<file path="src/sv/pts_pkg.sv">
// ----------------------------------------------------------------------------
// pts_pkg: shared definitions for the process table scheduler
// Slot count, life state, request and status codes, and the table row type.
// ----------------------------------------------------------------------------
package pts_pkg;

    localparam int NUM_SLOTS = 64;
    localparam int IDX_W     = $clog2(NUM_SLOTS);
    localparam int LINK_W    = $clog2(NUM_SLOTS + 1);

    localparam logic [LINK_W-1:0] LINK_NONE = LINK_W'(NUM_SLOTS);

    localparam logic [2:0] LS_UNUSED   = 3'd0;
    localparam logic [2:0] LS_EMBRYO   = 3'd1;
    localparam logic [2:0] LS_SLEEPING = 3'd2;
    localparam logic [2:0] LS_RUNNABLE = 3'd3;
    localparam logic [2:0] LS_RUNNING  = 3'd4;
    localparam logic [2:0] LS_ZOMBIE   = 3'd5;

    localparam logic [3:0] RQ_ALLOC  = 4'd0;
    localparam logic [3:0] RQ_START  = 4'd1;
    localparam logic [3:0] RQ_SCHED  = 4'd2;
    localparam logic [3:0] RQ_YIELD  = 4'd3;
    localparam logic [3:0] RQ_SLEEP  = 4'd4;
    localparam logic [3:0] RQ_WAKEUP = 4'd5;
    localparam logic [3:0] RQ_KILL   = 4'd6;
    localparam logic [3:0] RQ_EXIT   = 4'd7;
    localparam logic [3:0] RQ_WAIT   = 4'd8;
    localparam logic [3:0] RQ_FREE   = 4'd9;

    localparam logic [1:0] RS_OK      = 2'd0;
    localparam logic [1:0] RS_FAIL    = 2'd1;
    localparam logic [1:0] RS_SLEEP   = 2'd2;
    localparam logic [1:0] RS_ILLEGAL = 2'd3;

    localparam logic CFG_INIT_SLOT = 1'b0;

    typedef struct packed {
        logic [2:0]        life;
        logic [30:0]       pid;
        logic [LINK_W-1:0] parent;
        logic [32:0]       chan;
        logic              killed;
    } t_row;

    localparam t_row ROW_RESET = '{life: LS_UNUSED, pid: 31'd0, parent: LINK_NONE,
                                   chan: 33'd0, killed: 1'b0};

    typedef struct packed {
        logic load;
        logic rd_slot;
        logic chk;
        logic rd_scan;
        logic pr_scan;
        logic rd_fix;
        logic pr_fix;
        logic fin;
        logic out_load;
    } t_cmd;

    typedef struct packed {
        logic go_scan;
        logic hit;
        logic last;
        logic need_fix;
        logic need_fin;
        logic out_free;
    } t_sts;

    // Private wait channel of a slot: the marker bit over the slot number.
    function automatic logic [32:0] wait_chan(input logic [LINK_W-1:0] link);
        return {1'b1, 32'(link)};
    endfunction

endpackage

</file>
<file path="src/sv/pts_ctrl.sv">
// ----------------------------------------------------------------------------
// pts_ctrl: request sequencer
// Steps a request through slot read, check, table scan, fix-up and finish.
// ----------------------------------------------------------------------------
module pts_ctrl import pts_pkg::*; (
    input  logic i_clk,
    input  logic i_rst_n,
    input  logic i_in_valid,
    output logic o_in_ready,
    input  t_sts i_sts,
    output t_cmd o_cmd
);

    localparam logic [3:0] S_IDLE  = 4'd0;
    localparam logic [3:0] S_RD    = 4'd1;
    localparam logic [3:0] S_CHK   = 4'd2;
    localparam logic [3:0] S_SC_RD = 4'd3;
    localparam logic [3:0] S_SC_PR = 4'd4;
    localparam logic [3:0] S_FX_RD = 4'd5;
    localparam logic [3:0] S_FX_PR = 4'd6;
    localparam logic [3:0] S_FIN   = 4'd7;
    localparam logic [3:0] S_DONE  = 4'd8;

    logic [3:0] r_state, n_state;

    always_ff @(posedge i_clk) begin
        if (!i_rst_n) begin
            r_state <= S_IDLE;
        end else begin
            r_state <= n_state;
        end
    end

    assign o_in_ready = (r_state == S_IDLE);

    always_comb begin
        n_state = r_state;
        o_cmd   = '0;
        unique case (r_state)
            S_IDLE: begin
                if (i_in_valid) begin
                    o_cmd.load = 1'b1;
                    n_state    = S_RD;
                end
            end
            S_RD: begin
                o_cmd.rd_slot = 1'b1;
                n_state       = S_CHK;
            end
            S_CHK: begin
                o_cmd.chk = 1'b1;
                n_state   = i_sts.go_scan ? S_SC_RD : S_DONE;
            end
            S_SC_RD: begin
                o_cmd.rd_scan = 1'b1;
                n_state       = S_SC_PR;
            end
            S_SC_PR: begin
                o_cmd.pr_scan = 1'b1;
                if (i_sts.hit) begin
                    n_state = S_DONE;
                end else if (i_sts.last) begin
                    if (i_sts.need_fix) begin
                        n_state = S_FX_RD;
                    end else if (i_sts.need_fin) begin
                        n_state = S_FIN;
                    end else begin
                        n_state = S_DONE;
                    end
                end else begin
                    n_state = S_SC_RD;
                end
            end
            S_FX_RD: begin
                o_cmd.rd_fix = 1'b1;
                n_state      = S_FX_PR;
            end
            S_FX_PR: begin
                o_cmd.pr_fix = 1'b1;
                n_state      = S_FIN;
            end
            S_FIN: begin
                o_cmd.fin = 1'b1;
                n_state   = S_DONE;
            end
            S_DONE: begin
                if (i_sts.out_free) begin
                    o_cmd.out_load = 1'b1;
                    n_state        = S_IDLE;
                end
            end
            default: begin
                n_state = S_IDLE;
            end
        endcase
    end

endmodule

</file>
<file path="config.mk">
export PLATFORM = sky130hd
export DESIGN_NAME = pts_ctrl
export DESIGN_NICKNAME = d
export VERILOG_FILES = /design/src/sv/pts_pkg.sv /design/src/sv/pts_ctrl.sv
export SDC_FILE = /design/constraint.sdc
export NUM_CORES = 1
export LEC_CHECK = 0
export BUFFER_PORTS_ARGS = -buffer_cell sky130_fd_sc_hd__clkbuf_2
export CELL_PAD_IN_SITES_DETAIL_PLACEMENT = 0
export CELL_PAD_IN_SITES_GLOBAL_PLACEMENT = 2
export CORE_MARGIN = 2
export CORE_UTILIZATION = 23
export DETAILED_ROUTE_END_ITERATION = 16
export HOLD_SLACK_MARGIN = 0.08
export PLACE_DENSITY = 0.85
export SETUP_SLACK_MARGIN = 0.2
export SKIP_CTS_REPAIR_TIMING = 1
export SLEW_MARGIN = 0
export SYNTH_ARGS = -nofsm -noshare
export SYNTH_HDL_FRONTEND = slang
export SYNTH_SLANG_ARGS = --single-unit
export TNS_END_PERCENT = 100
</file>
<file path="constraint.sdc">
create_clock -name i_clk -period 2.9 [get_ports i_clk]
set_clock_uncertainty 0.15 [all_clocks]
set_input_delay 0.725 -clock i_clk [delete_from_list [all_inputs] [get_ports i_clk]]
set_output_delay 0.725 -clock i_clk [all_outputs]
set_load 0.02 [all_outputs]
</file>
## Word-level counts from Yosys, hierarchy flattened

Cells that the tools add are included.

| cells by class | value |
|---|---|
| bitwise gates (word level) | 0 |
| divide/modulo/power cells | 0 |
| multipliers | 0 |
| muxes and demuxes | 19 |
| reductions and logical operators | 2 |
| shift-type cells | 0 |
| add/sub/neg operators | 0 |
| equal/unequal tests | 10 |
| order comparisons | 0 |

Operators with widths:

| operator | count |
|---|---|
| 4-bit case mux with 9 select lines | 1 |
| 4-bit 2-to-1 mux | 7 |
| 4-bit by 3-bit equality test with 1-bit output (second input constant) | 4 |
| 1-bit 2-to-1 mux | 11 |
| 4-bit by 2-bit equality test with 1-bit output (second input constant) | 2 |
| 4-bit by 1-bit equality test with 1-bit output (second input constant) | 1 |
| 4-bit equality test (second input constant) | 1 |
| 4-bit zero test | 1 |
| 2-bit inequality test (second input constant) | 2 |
| 2-bit AND reduction | 1 |

| word-level totals | value |
|---|---|
| register bits | 4 |
| logic and storage cells | 32 |
| bits in writable memories | 0 |
| ROM bits | 0 |
| output and inout port bits | 10 |
| memories | 0 |
| bits in latches | 0 |

## Depth between registers and ports, before layout

| depth | value |
|---|---|
| word-level depth | 5 |
| mapped depth | 5 |
| depth with buffers taken out | 5 |

## Least setup slack after synthesis

Ideal clock, no wire load.

| timing | value |
|---|---|
| path kind | reg-to-output |
| start | register r_state[3] |
| end | output port o_cmd[8] (netlist bit) |
| setup slack | 459 ps |
| data required time | 2,025 ps |
| data arrival time | 1,566 ps |
| cell stages (with the launch flop) | 4 |
| path buffers | 1 |
| cells stage by stage | dfxtp_1 -> buf_2 -> nor4_1 -> and2_1 |

RTL lines:

| what | RTL line | text |
|---|---|---|
| from (decl) | pts_ctrl.sv:24 | `logic [3:0] r_state, n_state;` |
| from (signal assigned) | pts_ctrl.sv:30 | `r_state <= n_state;` |
| to (decl) | pts_ctrl.sv:11 | `output t_cmd o_cmd` |

==> results list <==
- Final-report setup violation count: 0
- The final hold violation count is 0.
* Required arrival time at the worst endpoint: approximately 2 ns
- Flip-flop cell with the highest count after synthesis: dfxtp_1
- For the pin with the worst max-slew slack, the measured transition is roughly 0.52 ns.
- After synthesis, the share of flip-flops with an asynchronous set or reset is 0.
- Worst reg2reg endpoint: r_state[2]
- The largest registers in the layout are r_state (4).
- Fin nets: 78
- In this run the count of I/O pins placed on the die edge is 19.
* Crit Path Class: flop to output pin
- Fraction of synthesized cell area taken by the top area cell type: 0.214
- The worst pin sits at a relative slew slack of 0.650.
- Placer's final routability congestion estimate: 0.659
- Once detail routing completed, the nets flagged for antenna violations numbered 0.
* Area growth from synthesis to layout: 24.4%
- Kind of capture point of the worst setup path: output pin
- STA classifies the critical path startpoint as a flop.
* Root Driver: clkbuf_4
* Maximum number of pins on one net before global-route repair: 14
- Of all nets on the critical path, the largest fanout is 13.
- The clock net in this run drives a total of 4 sinks.
- Buffers on Ports: 18
- Height of the chip: 44.3 um
- Averaged over all synthesized cells, the footprint is between 7 and 8 um^2.
- For the worst-skew pair, the clock arrives at the later sink with an insertion delay of roughly 0.23 ns.
- Power spread over the standard cell area amounts to slightly above 500 mW/mm^2.
* Clock Path Buffers: 2
* DRC violations left: 0
* Period Utilization, post-route: 0.825
- Buffers inserted during clock tree synthesis total 3.
- Ranked by total cell area, the synthesized netlist is headed by dfxtp_1 (21%), nand2b_1 (8.4%), buf_6 (6.0%), a21oi_1 (5.4%), nor3_1 (5.4%).
- In this run, placement finished with an instance count of 80.
- The first detailed-routing pass ran for 4 iterations.
* Share of final-layout standard cells stronger than drive strength 1: 0.358
- TritonCTS built the clock tree.
* Min-delay src: r_state[3]
- Detailed-route wire length: just under 900 um
- Setup slack of the worst register-to-register path: roughly 0.77 ns
- Overflow left after global routing: 0
- Worst Hold End: r_state[2]
- Net count after synthesis: between 50 and 60
- Post-route total power: about 240 uW
- Initial drt markers: 4
* Number of flops mapped to enable cells by yosys: 0
- Post-detailed-route wirelength per cell: around 11 um
- Counting cells, the worst reg-to-reg path comes to 4.
- Vias per Instance: slightly below 5
- Across all setup checks in the final design, the least slack found is 0.508 ns.
- The tool flagged a number of max-cap violations equal to 0.
* Sequential cell area in the final layout: around 80 um^2
- Data arrival time of the worst path: around 1.5 ns
- In this run, distinct cell masters in the synthesized netlist total 25.
- Wire length of the first global-routing pass: between 1.5 and 2 mm
* Achievable frequency: approximately 0.42 GHz
- Post-DP HPWL: about 690 um
- The register with the most flip-flops in the layout has 4 of them.
- Final number of max-transition violations: 0
- The run finished with clean final reports.
* Hold crit path type: flop to flop
* Initial antenna violation count: 0
- Seq/Total Area, Yosys: 0.214
- Before CTS, the worst setup slack after placement is 0.768 ns.
* Most used standard cells in the synthesized netlist: nand2b_1 (5), nor2_1 (5), a21oi_1 (4), dfxtp_1 (4), nor3_1 (4)
* Routed via count: 412
* Std cell rows: 14
- Final TNS setup: 0 ns
* Largest Register: r_state
- Crit Reg-Reg Startpoint: r_state[2]
- The die covers ~0.0020 mm^2.
* Number of cells on the worst hold path: 1
* Area of the multi-input gates: approximately 240 um^2
* Post-synthesis sequential element count: 4
* Number of filler cells placed in the layout: roughly 170
- Synthesized area: about 370 um^2
- Antenna cell count: 0
- Leakage: between 0.0002 and 0.00025 uW
- The initial utilization of the core area, before any placement, comes to 0.245.
- VDD IR max: approximately 260 uV
- Non-filler instance count after layout: between 80 and 90
* Number of global-route vias before repair: between 300 and 400
* Synthesized netlist cell count: 50
* Chip width: ~44 um
- The largest total area in the synthesized netlist belongs to dfxtp_1.
- Area of the core: 0.00152 mm^2
- Minimum clock period after layout: between 2 and 2.5 ns
- Once layout is complete, the utilization of the core stands at 0.305.
- Yosys warning total: 0
- Setup repair after global routing left no endpoint under its margin.
- H-tree depth: 1
- After clock tree synthesis, the clock-pin slew on the worst setup and hold paths is ~0.040 ns.
* Total global-route track usage: 0.108
-- routing by layer --
layer,part of all wire,vias to the layer above,GRT usage
met5,0,-,0
met4,0,0,0.0364
met3,0.085,0,0.0490
met2,0.39,17,0.126
met1,0.53,179,0.168
li1,-,216,-
-- power by group --
group / leakage, uW / internal [uW] / total (uW) / switching (uW)
clock: 0.0000138 / 46.3 / 68.5 / 22.3
combinational: 0.000173 / 38.3 / 90.4 / 52.0
sequential: 0.0000327 / 62.1 / 83.0 / 20.9
-- worst max path at each step --
stage	startpoint	cells after the start	endpoint	slack, ns
after global routing	r_state[2]	4	o_cmd[4]	0.41
after global placement	r_state[2]	4	o_cmd[4]	0.81
after floorplan	r_state[3]	3	o_cmd[8]	0.46
final	r_state[2]	4	o_cmd[4]	0.51
after CTS	r_state[2]	4	o_cmd[4]	0.50
after detailed placement	r_state[2]	4	o_cmd[4]	0.77
-- metrics by stage --
stage | hold WS, ns | instance area (um^2)
after floorplan | 0.436 | 374
after global placement | 0.547 | 443
after detailed placement | 0.535 | 443
after CTS | 0.537 | 465
after global routing | 0.572 | 465
final | 0.525 | 465
-- cells in the final DEF, fill, tap and decap left out, drive strengths merged, types with 3 or more instances in the layout --
cell / n
clkbuf: 21
nor2: 5
inv: 3
dfxtp: 4
nor3: 4
nor4: 3
nand2b: 5
a21oi: 4
-- logic make-up after synthesis --
logic type | share of synthesized area
AOI/OAI and AO/OA | 0.237
xor gates and xnor gates | 0.0234
buffers and inverters | 0.140
DFF | 0.214
and+or+nand+nor | 0.385
-- area by class of cell --
type | instances | share of cell area
multi-input cells | 39 | 0.519
well taps | 16 | 0.0430
flip-flops and latches | 4 | 0.172
repair buffers | 18 | 0.194
inverters | 3 | 0.0242
clock buffers | 3 | 0.0484
-- worst max-delay path, stage by stage, from the launching register on --
cell      delay [ns]
dfxtp_1         0.54
nand2b_1        0.13
or3_4           0.37
inv_1           0.08
clkbuf_2        0.16
(Power assumes the default switching activity.)
